<file path="src/rtl/quadtree_image_decoder_top_assert.svh">
// Assertion helpers shared by the decoder modules.
`ifndef QUADTREE_IMAGE_DECODER_TOP_ASSERT_SVH
`define QUADTREE_IMAGE_DECODER_TOP_ASSERT_SVH

// same-cycle implication
`define QTD_ASSERT_IMPL(label, clk, rst, ante, cons, msg) \
  label: assert property (@(posedge clk) disable iff (rst) (ante) |-> (cons)) \
    else $error(msg);

// next-cycle implication
`define QTD_ASSERT_NEXT(label, clk, rst, ante, cons, msg) \
  label: assert property (@(posedge clk) disable iff (rst) (ante) |=> (cons)) \
    else $error(msg);

`endif

</file>
<file path="src/rtl/qtd_pkg.sv">
`timescale 1ns / 1ps

package qtd_pkg;

  localparam int SYM_W   = 8;
  localparam int COORD_W = 10;
  localparam int SIDE_W  = 11;
  localparam int SHIFT_W = 3;

  localparam logic [SIDE_W-1:0] SIDE_RESET = 11'd1024;

  localparam logic [SYM_W-1:0] SPLIT_CHAR = 8'd42;  // '*'
  localparam logic [SYM_W-1:0] DIGIT_LO   = 8'd48;  // '0'
  localparam logic [SYM_W-1:0] DIGIT_HI   = 8'd57;  // '9'

  // shared update control for the stack cell chain
  typedef struct packed {
    logic               en;
    logic [SHIFT_W-1:0] shift;  // entries pushed this cycle after the pop
  } cell_ctl_t;

  typedef struct packed {
    logic [COORD_W-1:0] row_top;
    logic [COORD_W-1:0] col_left;
    logic [COORD_W-1:0] row_bottom;
    logic [COORD_W-1:0] col_right;
    logic [SYM_W-1:0]   fill_value;
    logic               image_done;
  } result_t;

endpackage

</file>
<file path="src/rtl/qtd_cell.sv">
`timescale 1ns / 1ps

// One stack entry. Cell 0 is the top of the stack. On each update the
// entry either takes a freshly pushed quadrant or the entry that sat
// (shift - 1) places nearer the top.
module qtd_cell #(
  parameter int RW  = 40,
  parameter int IDX = 0
) (
  input  logic              clk,
  input  qtd_pkg::cell_ctl_t ctl,
  input  logic [RW-1:0]     load,
  input  logic [RW-1:0]     nb_up,    // cell IDX+1
  input  logic [RW-1:0]     nb_same,  // cell IDX
  input  logic [RW-1:0]     nb_dn1,   // cell IDX-1
  input  logic [RW-1:0]     nb_dn2,   // cell IDX-2
  input  logic [RW-1:0]     nb_dn3,   // cell IDX-3
  output logic [RW-1:0]     region
);

  logic [RW-1:0] region_next;

  always_comb begin
    if (IDX < int'(ctl.shift)) begin
      region_next = load;
    end else begin
      unique case (ctl.shift)
        3'd0:    region_next = nb_up;
        3'd1:    region_next = nb_same;
        3'd2:    region_next = nb_dn1;
        3'd3:    region_next = nb_dn2;
        3'd4:    region_next = nb_dn3;
        default: region_next = nb_same;
      endcase
    end
  end

  always_ff @(posedge clk) begin
    if (ctl.en) begin
      region <= region_next;
    end
  end

endmodule

</file>
<file path="src/rtl/qtd_out_buf.sv">
`timescale 1ns / 1ps
`include "quadtree_image_decoder_top_assert.svh"

// Two-entry result buffer: output register plus skid slot.
module qtd_out_buf (
  input  logic             clk,
  input  logic             rst,
  input  logic             push,
  input  qtd_pkg::result_t push_data,
  output logic             space_ok,
  output logic             out_valid,
  input  logic             out_ready,
  output qtd_pkg::result_t out_data
);

  logic             main_valid;
  logic             skid_valid;
  qtd_pkg::result_t skid_data;
  logic             main_load;

  assign space_ok  = !skid_valid;
  assign out_valid = main_valid;
  assign main_load = !main_valid || out_ready;

  always_ff @(posedge clk) begin
    if (rst) begin
      main_valid <= 1'b0;
      skid_valid <= 1'b0;
    end else if (main_load) begin
      if (skid_valid) begin
        main_valid <= 1'b1;
        skid_valid <= 1'b0;
      end else begin
        main_valid <= push;
      end
    end else if (push) begin
      skid_valid <= 1'b1;
    end
  end

  always_ff @(posedge clk) begin
    if (main_load) begin
      out_data <= skid_valid ? skid_data : push_data;
    end else if (push) begin
      skid_data <= push_data;
    end
  end

  `QTD_ASSERT_IMPL(a_skid_behind_main, clk, rst, skid_valid, main_valid, "skid holds data ahead of output")
  `QTD_ASSERT_NEXT(a_stall_fills_skid, clk, rst, push && main_valid && !out_ready, skid_valid, "stalled request lost")
  `QTD_ASSERT_IMPL(a_no_push_when_full, clk, rst, skid_valid, !push, "request pushed into full buffer")

endmodule

</file>
<file path="src/rtl/quadtree_image_decoder_top.sv">
`timescale 1ns / 1ps
`include "quadtree_image_decoder_top_assert.svh"

// Quadtree image decoder.
// Input channel (in_valid/in_ready, symbol): one code character per request.
//   '*' splits the pending region into its non-empty quadrants, '0'..'9' are
//   skipped, anything else is a leaf that fills the next pending region.
// Output channel (out_valid/out_ready): one rectangle per leaf, with the
//   fill character and image_done set on the leaf that empties the stack.
// Config: cfg_we/cfg_data write side_length; it is sampled when a new image
//   starts (0 acts as 1, values above MAX_SIDE act as MAX_SIDE).
// Throughput: one request per cycle while in_ready is high. The pending stack is a chain of cells
//   that pops one entry and pushes up to four in the same cycle.
// Output path: an accepted leaf is registered in the output register, or in the skid slot on a stall.
// Stall: the output register plus a skid slot absorb one extra result;
//   in_ready drops only while the skid slot is full.
// Reset: empty stack, no image active, side_length = 1024, no output.
// Quadrants beyond STACK_DEPTH pending entries are dropped.
module quadtree_image_decoder_top #(
  parameter int MAX_SIDE    = 1024,
  parameter int STACK_DEPTH = 32
) (
  input  logic                            clk,
  input  logic                            rst,
  input  logic                            cfg_we,
  input  logic [qtd_pkg::SIDE_W-1:0]      cfg_data,
  input  logic                            in_valid,
  output logic                            in_ready,
  input  logic [qtd_pkg::SYM_W-1:0]       symbol,
  output logic                            out_valid,
  input  logic                            out_ready,
  output logic [qtd_pkg::COORD_W-1:0]     row_top,
  output logic [qtd_pkg::COORD_W-1:0]     col_left,
  output logic [qtd_pkg::COORD_W-1:0]     row_bottom,
  output logic [qtd_pkg::COORD_W-1:0]     col_right,
  output logic [qtd_pkg::SYM_W-1:0]       fill_value,
  output logic                            image_done
);

  localparam int CW   = $clog2(MAX_SIDE);          // coordinate width
  localparam int RW   = 4 * CW;                    // {top, left, bottom, right}
  localparam int CNTW = $clog2(STACK_DEPTH + 1);
  localparam int SW   = (CW + 1 > qtd_pkg::SIDE_W) ? CW + 1 : qtd_pkg::SIDE_W;
  localparam int OW   = qtd_pkg::COORD_W;

  logic [qtd_pkg::SIDE_W-1:0] side_length;
  logic [CNTW-1:0]            count;

  logic [RW-1:0] regs [STACK_DEPTH];
  logic [RW-1:0] pad  [STACK_DEPTH + 4];
  logic [RW-1:0] new_top [4];
  logic [RW-1:0] ne [4];

  qtd_pkg::cell_ctl_t ctl;
  qtd_pkg::result_t   res;
  qtd_pkg::result_t   out_data;

  logic            acc, is_digit, is_split, leaf_push, start, space_ok;
  logic [SW-1:0]   side_w, side_eff;
  logic [CW-1:0]   last;
  logic [RW-1:0]   cur;
  logic [CW-1:0]   t, l, b, r, mr, mc, mr1, mc1;
  logic [CW:0]     sum_r, sum_c;
  logic            has_tr, has_bl;
  logic [2:0]      n_quad, m_push, drop;
  logic [CNTW-1:0] cnt_after;
  logic [CNTW:0]   space, m_wide;
  logic [CNTW:0]   count_next_w;

  // ---------------- head of stack: pop and split ----------------
  always_comb begin
    is_digit = (symbol >= qtd_pkg::DIGIT_LO) && (symbol <= qtd_pkg::DIGIT_HI);
    is_split = (symbol == qtd_pkg::SPLIT_CHAR);
    acc      = in_valid && in_ready;
    start    = (count == '0);

    side_w = SW'(side_length);
    if (side_w == '0) begin
      side_eff = SW'(1);
    end else if (side_w > SW'(MAX_SIDE)) begin
      side_eff = SW'(MAX_SIDE);
    end else begin
      side_eff = side_w;
    end
    last = CW'(side_eff - SW'(1));

    // a new image starts from the whole square
    cur       = start ? {{(2 * CW){1'b0}}, last, last} : regs[0];
    cnt_after = start ? '0 : count - CNTW'(1);

    t = cur[4*CW-1 -: CW];
    l = cur[3*CW-1 -: CW];
    b = cur[2*CW-1 -: CW];
    r = cur[CW-1 -: CW];

    sum_r = {1'b0, t} + {1'b0, b};
    sum_c = {1'b0, l} + {1'b0, r};
    mr    = sum_r[CW:1];
    mc    = sum_c[CW:1];
    mr1   = mr + CW'(1);
    mc1   = mc + CW'(1);

    has_tr = (mc < r);
    has_bl = (mr < b);
    n_quad = 3'd1 + {2'b0, has_tr} + {2'b0, has_bl} + {2'b0, has_tr && has_bl};

    // non-empty quadrants in top-first order
    ne[0] = {t, l, mr, mc};
    ne[1] = has_tr ? {t, mc1, mr, r} : {mr1, l, b, mc};
    ne[2] = {mr1, l, b, mc};
    ne[3] = {mr1, mc1, b, r};

    // only the deepest quadrants fit when the stack is nearly full
    space  = (CNTW + 1)'(STACK_DEPTH) - {1'b0, cnt_after};
    m_wide = ((CNTW + 1)'(n_quad) < space) ? (CNTW + 1)'(n_quad) : space;
    m_push = is_split ? 3'(m_wide) : 3'd0;
    drop   = n_quad - m_push;

    for (int j = 0; j < 4; j++) begin
      new_top[j] = ne[2'(j + int'(drop))];
    end

    count_next_w = {1'b0, cnt_after} + (CNTW + 1)'(m_push);

    leaf_push = acc && !is_digit && !is_split;
    ctl.en    = acc && !is_digit;
    ctl.shift = m_push;

    res.row_top    = OW'(t);
    res.col_left   = OW'(l);
    res.row_bottom = OW'(b);
    res.col_right  = OW'(r);
    res.fill_value = symbol;
    res.image_done = (cnt_after == '0);
  end

  always_ff @(posedge clk) begin
    if (rst) begin
      side_length <= qtd_pkg::SIDE_RESET;
      count       <= '0;
    end else begin
      if (cfg_we) begin
        side_length <= cfg_data;
      end
      if (ctl.en) begin
        count <= CNTW'(count_next_w);
      end
    end
  end

  // ---------------- stack cell chain ----------------
  // pad[k] = regs[k-3]; out-of-range neighbors read as zero
  always_comb begin
    for (int k = 0; k < STACK_DEPTH + 4; k++) begin
      pad[k] = '0;
    end
    for (int k = 0; k < STACK_DEPTH; k++) begin
      pad[k + 3] = regs[k];
    end
  end

  for (genvar j = 0; j < STACK_DEPTH; j++) begin : g_cell
    logic [RW-1:0] load_j;
    if (j < 4) begin : g_load
      assign load_j = new_top[j];
    end else begin : g_noload
      assign load_j = '0;
    end

    qtd_cell #(
      .RW  (RW),
      .IDX (j)
    ) u_cell (
      .clk     (clk),
      .ctl     (ctl),
      .load    (load_j),
      .nb_up   (pad[j + 4]),
      .nb_same (pad[j + 3]),
      .nb_dn1  (pad[j + 2]),
      .nb_dn2  (pad[j + 1]),
      .nb_dn3  (pad[j]),
      .region  (regs[j])
    );
  end

  // ---------------- result buffer ----------------
  qtd_out_buf u_out_buf (
    .clk       (clk),
    .rst       (rst),
    .push      (leaf_push),
    .push_data (res),
    .space_ok  (space_ok),
    .out_valid (out_valid),
    .out_ready (out_ready),
    .out_data  (out_data)
  );

  assign in_ready   = space_ok;
  assign row_top    = out_data.row_top;
  assign col_left   = out_data.col_left;
  assign row_bottom = out_data.row_bottom;
  assign col_right  = out_data.col_right;
  assign fill_value = out_data.fill_value;
  assign image_done = out_data.image_done;

  `QTD_ASSERT_IMPL(a_count_bound, clk, rst, 1'b1, count <= CNTW'(STACK_DEPTH), "stack count overflow")
  `QTD_ASSERT_NEXT(a_split_keeps_image, clk, rst, acc && is_split, count != '0, "split left empty stack")
  `QTD_ASSERT_NEXT(a_done_empties, clk, rst, leaf_push && res.image_done, count == '0, "image done but regions pending")
  `QTD_ASSERT_NEXT(a_not_done_pending, clk, rst, leaf_push && !res.image_done, count != '0, "stack empty without image done")

endmodule
</file>
<file path="config.mk">
export PLATFORM = sky130hd
export DESIGN_NAME = quadtree_image_decoder_top
export DESIGN_NICKNAME = d
export VERILOG_FILES = /design/src/rtl/qtd_pkg.sv /design/src/rtl/qtd_cell.sv /design/src/rtl/qtd_out_buf.sv /design/src/rtl/quadtree_image_decoder_top.sv
export VERILOG_INCLUDE_DIRS = /design/src /design/src/rtl
export SDC_FILE = /design/constraint.sdc
export NUM_CORES = 2
export LEC_CHECK = 0
export BUFFER_PORTS_ARGS = -buffer_cell sky130_fd_sc_hd__buf_2
export CORE_UTILIZATION = 40
export DETAILED_ROUTE_END_ITERATION = 12
export PLACE_DENSITY_LB_ADDON = 0.25
export SKIP_CTS_REPAIR_TIMING = 1
export SKIP_LAST_GASP = 1
export SLEW_MARGIN = 5
export SYNTH_ARGS = -nofsm -noshare
export SYNTH_HDL_FRONTEND = slang
export SYNTH_SLANG_ARGS = --single-unit
</file>
<file path="constraint.sdc">
create_clock -name clk -period 54.6 [get_ports clk]
set_clock_uncertainty 0.1 [all_clocks]
set_input_delay 5.46 -clock clk [delete_from_list [all_inputs] [get_ports clk]]
set_output_delay 5.46 -clock clk [all_outputs]
set_load 0.05 [all_outputs]
</file>
Yosys cells after proc, flatten, opt, wreduce, memory -nomap -nowiden
Index checks and enable logic that the tools add are counted.
{ "totals": {"regBits": 1397, "wordCells": 180} }
{ "classes": {"add_sub_neg": 15, "magnitude_cmp": 17, "eq_ne": 4, "muxes": 57, "bitwise_logic": 5, "n_reduce_logical": 34} }
{ "op_table": {"columns": ["op", "n"], "rows": [
  ["40-bit one-hot mux with 4 select lines", 30],
  ["40-bit two-way mux", 14],
  ["40-bit binary-select mux with 2-bit select", 4],
  ["40-bit one-hot mux with 3 select lines", 1],
  ["40-bit one-hot mux with 2 select lines", 1],
  ["49-bit two-way mux", 1],
  ["5-bit nonzero test", 5],
  ["10-bit by 10-bit adder with 11-bit output", 2],
  ["10-bit by 1-bit adder with 10-bit output, second input constant", 2],
  ["10-bit less-than comparator", 2],
  ["10-bit two-way mux", 2],
  ["2-bit AND reduction", 9],
  ["2-bit by 3-bit greater-or-equal comparator with 1-bit output, second input constant", 4],
  ["6-bit logical NOT", 2],
  ["11-bit greater-than comparator, second input constant", 1],
  ["11-bit logical NOT", 1],
  ["10-bit by 1-bit subtractor with 10-bit output, second input constant", 1],
  ["3-bit less-than comparator, first input constant", 3],
  ["8-bit by 6-bit equality test with 1-bit output, second input constant", 1],
  ["8-bit by 6-bit greater-or-equal comparator with 1-bit output, second input constant", 1],
  ["8-bit by 6-bit less-or-equal comparator with 1-bit output, second input constant", 1],
  ["2-bit inverter", 4],
  ["4-bit nonzero test", 2],
  ["3-bit by 7-bit less-than comparator with 1-bit output", 1],
  ["other kinds (24)", 37]
]} }

Logic depth before layout (Yosys ltp)
{ "logic_depth": {"ltp_word": 20, "ltp_mapped": 44, "ltp_nobuf": 38} }

By module
A second synthesis with hierarchy kept.
{ "hier_totals": {"cells_unflattened": 9301, "hier_area_um2": 99181.4} }
{ "by_module_without_submodules": {"columns": ["module", "instances", "cells_each", "area_per_inst_um2", "seq_area_each_um2"], "rows": [
  ["qtd_cell at g_cell[10].u_cell ...", 25, 270, 2824.0, 1201.2],
  ["quadtree_image_decoder_top", 1, 724, 5611.6, 340.3],
  ["qtd_out_buf", 1, 162, 3857.4, 2982.9],
  ["qtd_cell at g_cell[4].u_cell", 1, 324, 3407.0, 1201.2],
  ["qtd_cell at g_cell[6].u_cell", 1, 365, 3379.5, 1201.2],
  ["qtd_cell at g_cell[2].u_cell", 1, 229, 2904.0, 1201.2],
  ["qtd_cell at g_cell[5].u_cell", 1, 289, 2857.7, 1201.2],
  ["qtd_cell at g_cell[3].u_cell", 1, 195, 2678.8, 1201.2],
  ["qtd_cell at g_cell[1].u_cell", 1, 178, 2173.3, 1201.2],
  ["qtd_cell at g_cell[0].u_cell", 1, 85, 1712.9, 1201.2]
]} }

Least setup slack after synthesis
Ideal clock, no wire load.
{ "synth_path": {"kind": "input-to-reg", "from": "input symbol[7] (netlist bit)", "to": "register g_cell[10].u_cell.region[0], enable pin", "setup_ns": 2.393, "arrival_time_ns": 48.135, "t_required_ns": 52.107, "slack_ns": 3.973, "path_stages": 7, "path_buffers": 1, "path_cell_list": "nor3b_1 nand4_1 a21oi_1 o211a_2 buf_1 o21ai_0 nor2_1"} }
{ "synth_via": {"elab_chain_cells": 5} }
{ "synth_rtl": {"columns": ["element", "line", "text"], "rows": [
  ["start, declared", "quadtree_image_decoder_top.sv:29", "input logic [qtd_pkg::SYM_W-1:0] symbol,"],
  ["8-bit by 6-bit greater-or-equal comparator with 1-bit output, or another cell as far along", "quadtree_image_decoder_top.sv:72", "is_digit = (symbol >= qtd_pkg::DIGIT_LO) && (symbol <= qtd_pkg::DIGIT_HI);"],
  ["1-bit logical AND / 3-bit two-way mux (equally long branches)", "quadtree_image_decoder_top.sv:72, quadtree_image_decoder_top.sv:116", null],
  ["1-bit logical NOT, or another cell as far along", "quadtree_image_decoder_top.sv:126", "ctl.en = acc && !is_digit;"],
  ["1-bit logical AND / 4-bit nonzero test (equally long branches)", null, null],
  ["2-bit AND reduction (no line) *", null, null],
  ["end signal, assigned", "qtd_cell.sv:40", "region <= region_next;"],
  ["end, declared", "qtd_cell.sv:18", "output logic [RW-1:0] region"]
]} }
Mark *: on every way between the ends. The rest lies on a longest branch, timed or not.
A chain may end at the register's enable or synchronous reset.

Worst setup path after layout
{ "layout_path": {"from": "register count[0]", "to": "register g_cell[30].u_cell.region[33], enable pin"} }
{ "layout_via": {"elab_chain_cells": 13} }
{ "layout_rtl": {"columns": ["element", "line", "text"], "rows": [
  ["start, declared", "quadtree_image_decoder_top.sv:47", "logic [CNTW-1:0] count;"],
  ["start signal, assigned", "quadtree_image_decoder_top.sv:146", "count <= CNTW'(count_next_w);"],
  ["6-bit logical NOT *", "quadtree_image_decoder_top.sv:75", "start = (count == '0);"],
  ["40-bit two-way mux *", "quadtree_image_decoder_top.sv:88", "cur = start ? {{(2 * CW){1'b0}}, last, last} : regs[0];"],
  ["via cur[1]", "quadtree_image_decoder_top.sv:61", "logic [RW-1:0] cur;"],
  ["10-bit by 10-bit adder with 11-bit output", "quadtree_image_decoder_top.sv:97", "sum_c = {1'b0, l} + {1'b0, r};"],
  ["10-bit less-than comparator *", "quadtree_image_decoder_top.sv:103", "has_tr = (mc < r);"],
  ["1-bit by 1-bit adder with 2-bit output", "quadtree_image_decoder_top.sv:105", "n_quad = 3'd1 + {2'b0, has_tr} + {2'b0, has_bl} + {2'b0, has_tr && has_bl};"],
  ["2-bit by 1-bit adder with 3-bit output", "quadtree_image_decoder_top.sv:105", null],
  ["3-bit by 1-bit adder with 3-bit output *", "quadtree_image_decoder_top.sv:105", null],
  ["3-bit by 7-bit less-than comparator with 1-bit output", "quadtree_image_decoder_top.sv:115", "m_wide = ((CNTW + 1)'(n_quad) < space) ? (CNTW + 1)'(n_quad) : space;"],
  ["3-bit two-way mux *", "quadtree_image_decoder_top.sv:115", null],
  ["3-bit two-way mux *", "quadtree_image_decoder_top.sv:116", "m_push = is_split ? 3'(m_wide) : 3'd0;"],
  ["3-bit by 2-bit equality test with 1-bit output, or another cell as far along", "qtd_cell.sv:27", "unique case (ctl.shift)"],
  ["4-bit nonzero test (no line) *", null, null],
  ["2-bit AND reduction (no line) *", null, null],
  ["end signal, assigned", "qtd_cell.sv:40", null],
  ["end, declared", "qtd_cell.sv:18", null]
]} }
Mark *: on every way through the listed nets, which the timed path passes. The rest lies on a longest branch.

==> qor.yml <==
final_nets: 7884
cts_tree: "yes"
cp.arrival_ns: 13.25
synth_edf_count: 1378
place_hpwl_um: 127700
dr.pass1.iters: 6
placementRows: 164
synth-adder-area-share_pct: 0.8079
setup_viol: 0
grt_first_pass_wirelength_um: 360200
yosysWarningCount: 0
yosys_register_bits: 1397
areaGrowthSynthToFinish_pct: 8.359
finalSetupTns_ns: 0
drtIter0Drc: 7408
grt-ovfl-total: 0
cts.path.max_buffers: 3
critical_path_class: "reg -> reg"
r2r_cells: 33
portBuffers: 74
yosys.area.top_type: "edfxtp_1"
fmax_mhz: 77.33
max_stage_delay_ns: 0.93
h-tree-depth: 4
rsz0062_at_grt: "false"
core_sq_um: 199500
drv_cap: 0
detail-route-antenna-nets: 0
start_util_pct: 40.22
avgRoutedWirePerCell_um: 21.45
drv_slew: 0
reg2reg_to: "g_cell[30].u_cell.region[33]$_DFFE_PP_"
placed_area_sq_um: 81950
yosys.area.top_type_share_pct: 51.58
drive_gt1_share_pct: 5.899
cp_slowest_cell: "buf_4"
track_usage_pct: 21.48
slew_headroom_pct: 1.043
drt_wl_total_um: 227200
grt_pass1_vias: 61920
fin_ws_ns: 41.67
drc: 0
period_minus_slack_ns: 12.93
muxShareOfSynthArea_pct: 1.519
cp_max_fo: 188
critPathLaunchType: "register"
clk_latency_ns: 0.82
syn_nets: 8294
tightest_slew_ns: 1.484
die_h_um: 449.8
hold_slack_ns: 0.4283
antenna_found_initial: 2
synth_compound_area_share_pct: 26.93
rr_startpoint: "count[0]$_SDFFE_PP0P_"
dieArea_sq_um: 202400
die_w_um: 449.8
clock_sinks: 1397
seq_area_frac_synth_pct: 52.05
crit_path_end_kind: "register"
fin_util_pct: 43.59
boundaryPins: 75
rrSetupSlack_ns: 41.67
status: "finished, final reports clean"
ys.flop_type: "edfxtp_1"
syn_area_per_cell_sq_um: 9.760
synth-simple-area-share_pct: 14.05
preCtsSetupSlack_ns: 41.74
cts-root-buf: "clkbuf_16"
peakVddDrop_mv: 0.07646
vias_per_cell: 6.096
p_leak_uw: 0.03183
place.gp.congestion: 0.9464
ys_types: 96
synth_top_family_by_area: "compound AO/OA/AOI/OAI gates"
synthTopCellsByArea: "edfxtp_1 52%, nand2_1 12%, a22o_1 11%, a22oi_1 9.5%, a21oi_1 2.8%"
async_flop_share_pct: 0
synth.cell_area_sq_um: 80230
final_area_sq_um: 86930
syn_inst: 8220
numCtsBuffers: 163
final_hold_viol_count: 0
hp-start: "u_out_buf.skid_data[19]$_DFFE_PP_"
synthXorXnorAreaFrac_pct: 0.3915
holdPathStages: 2
hp-class: "reg -> reg"
p_per_area_nw_per_um2: 41.68
vias: 64570
path_clk_slew_ns: 0.07
grt_max_degree: 257
required_ns: 54.92
fin_crit_sh_pct: 23.68
hold_end: "u_out_buf.out_data[19]$_DFFE_PP_"
layout by cell type (no fill, tap or decap), types with 8 or more instances in the layout:
cell type,synthesis,layout
edfxtp_1,1378,1378
buf_12,0,19
clkbuf_16,0,164
nand3_1,61,61
nor2_1,123,117
a211oi_1,27,27
a21o_1,21,19
xnor2_1,19,19
mux2i_1,82,82
nand2_1,2542,2539
clkbuf_1,444,51
o221ai_1,12,12
a22o_1,964,964
ha_1,47,47
nor3_1,50,48
o211ai_1,21,21
o311ai_0,11,11
nand3b_1,8,8
a21oi_1,456,455
inv_1,70,70
nor2_4,2,8
clkinv_2,0,15
clkinv_1,3,37
o22ai_1,38,38
buf_4,4,76
and3_1,13,12
xor2_1,15,15
or3_1,11,11
mux2_2,29,29
a211o_1,17,17
a22oi_1,1012,1012
o21ai_0,176,174
dfxtp_1,19,18
o21bai_1,8,8
buf_2,231,74
o21ai_1,71,71
registers in the layout (all words and copies together) (netlist names):
name	count
side_length	11
count	6
u_out_buf.out_data	49
u_out_buf.skid_valid	1
u_out_buf.skid_data	49
g_cell.u_cell.region	1280
u_out_buf.out_valid	1
cells in the mapped netlist, types with 12 or more instances:
cell	n
edfxtp_1	1378
inv_1	70
mux2i_1	82
a21oi_1	456
a21o_1	21
clkbuf_1	444
ha_1	47
a211oi_1	27
nand3_1	61
buf_1	61
xor2_1	15
o21ai_1	71
nor2_1	123
a22oi_1	1012
o21ai_0	176
o211ai_1	21
mux2_2	29
o22ai_1	38
nand2_1	2542
nor3_1	50
a211o_1	17
xnor2_1	19
buf_2	231
a22o_1	964
and3_1	13
o221ai_1	12
dfxtp_1	19
layout make-up:
class / count / area [sq um]
Fill cell: 19030 / 112500
Sequential cell: 1397 / 41760
Multi-Input combinational cell: 6003 / 35250
Clock buffer: 216 / 4309
Tap cell: 2656 / 3323
Timing Repair Buffer: 169 / 1321
Clock inverter: 73 / 670.6
Inverter: 76 / 290.3
Antenna cell: 2 / 5.005
critical path, delay by kind of cell (launching register included):
| family | cells | cell delay, ns |
|---|---|---|
| buf+inv | 10 | 4.40 |
| compound gates | 11 | 3.13 |
| simple gates | 7 | 2.10 |
| fa+ha+maj | 4 | 1.39 |
| xor+xnor | 1 | 0.61 |
| flops | 1 | 0.36 |
through the flow:
| step | std cells | total power [uW] |
|---|---|---|
| after CTS | 10590 | 3627 |
| after floorplan | 8220 | 2252 |
| after global routing | 10590 | 3772 |
| after detailed placement | 10300 | 2566 |
| after global placement | 10300 | 2570 |
| final | 10590 | 3623 |
report_power, final:
part / internal, uW / leakage [uW] / switching [uW] / total (uW)
registers: 1310 / 0.0136 / 93.6 / 1400
clock network: 590 / 0.00241 / 460 / 1050
logic: 371 / 0.0158 / 803 / 1170
metal layers:
metal / GRT usage, % / share of wire, % / vias up
li1: - / - / 30220
met1: 29.98 / 44 / 31720
met2: 34.11 / 47 / 2209
met3: 2.976 / 5.8 / 417
met4: 7.382 / 3.3 / 2
met5: 0 / 0.0088 / -
kinds of logic (layout without fill, tap and decap cells):
group | after synthesis | in the layout
AOI/OAI and AO/OA | 2932 | 2932
and+or+nand+nor | 2870 | 2870
DFF | 1397 | 1397
buffers and inverters | 820 | 534
muxes | 116 | 116
adders and majority gates | 50 | 50
xor gates and xnor gates | 35 | 35
other | 0 | 2
how the worst max path moves through the flow:
| stage | from | to | slack [ns] | depth (start not counted) |
|---|---|---|---|---|
| 2_1_floorplan | symbol[7] | g_cell[10].u_cell.region[0]$_DFFE_PP_ | 3.97 | 7 |
| 3_3_place_gp | count[0]$_SDFFE_PP0P_ | g_cell[23].u_cell.region[12]$_DFFE_PP_ | 41.92 | 33 |
| 3_5_place_dp | count[0]$_SDFFE_PP0P_ | g_cell[25].u_cell.region[12]$_DFFE_PP_ | 41.74 | 33 |
| 4_1_cts | count[0]$_SDFFE_PP0P_ | g_cell[31].u_cell.region[33]$_DFFE_PP_ | 41.68 | 33 |
| 5_1_grt | count[0]$_SDFFE_PP0P_ | g_cell[31].u_cell.region[33]$_DFFE_PP_ | 40.88 | 33 |
| 6_report | count[0]$_SDFFE_PP0P_ | g_cell[30].u_cell.region[33]$_DFFE_PP_ | 41.67 | 33 |
Power figures use the tool's default switching activity.
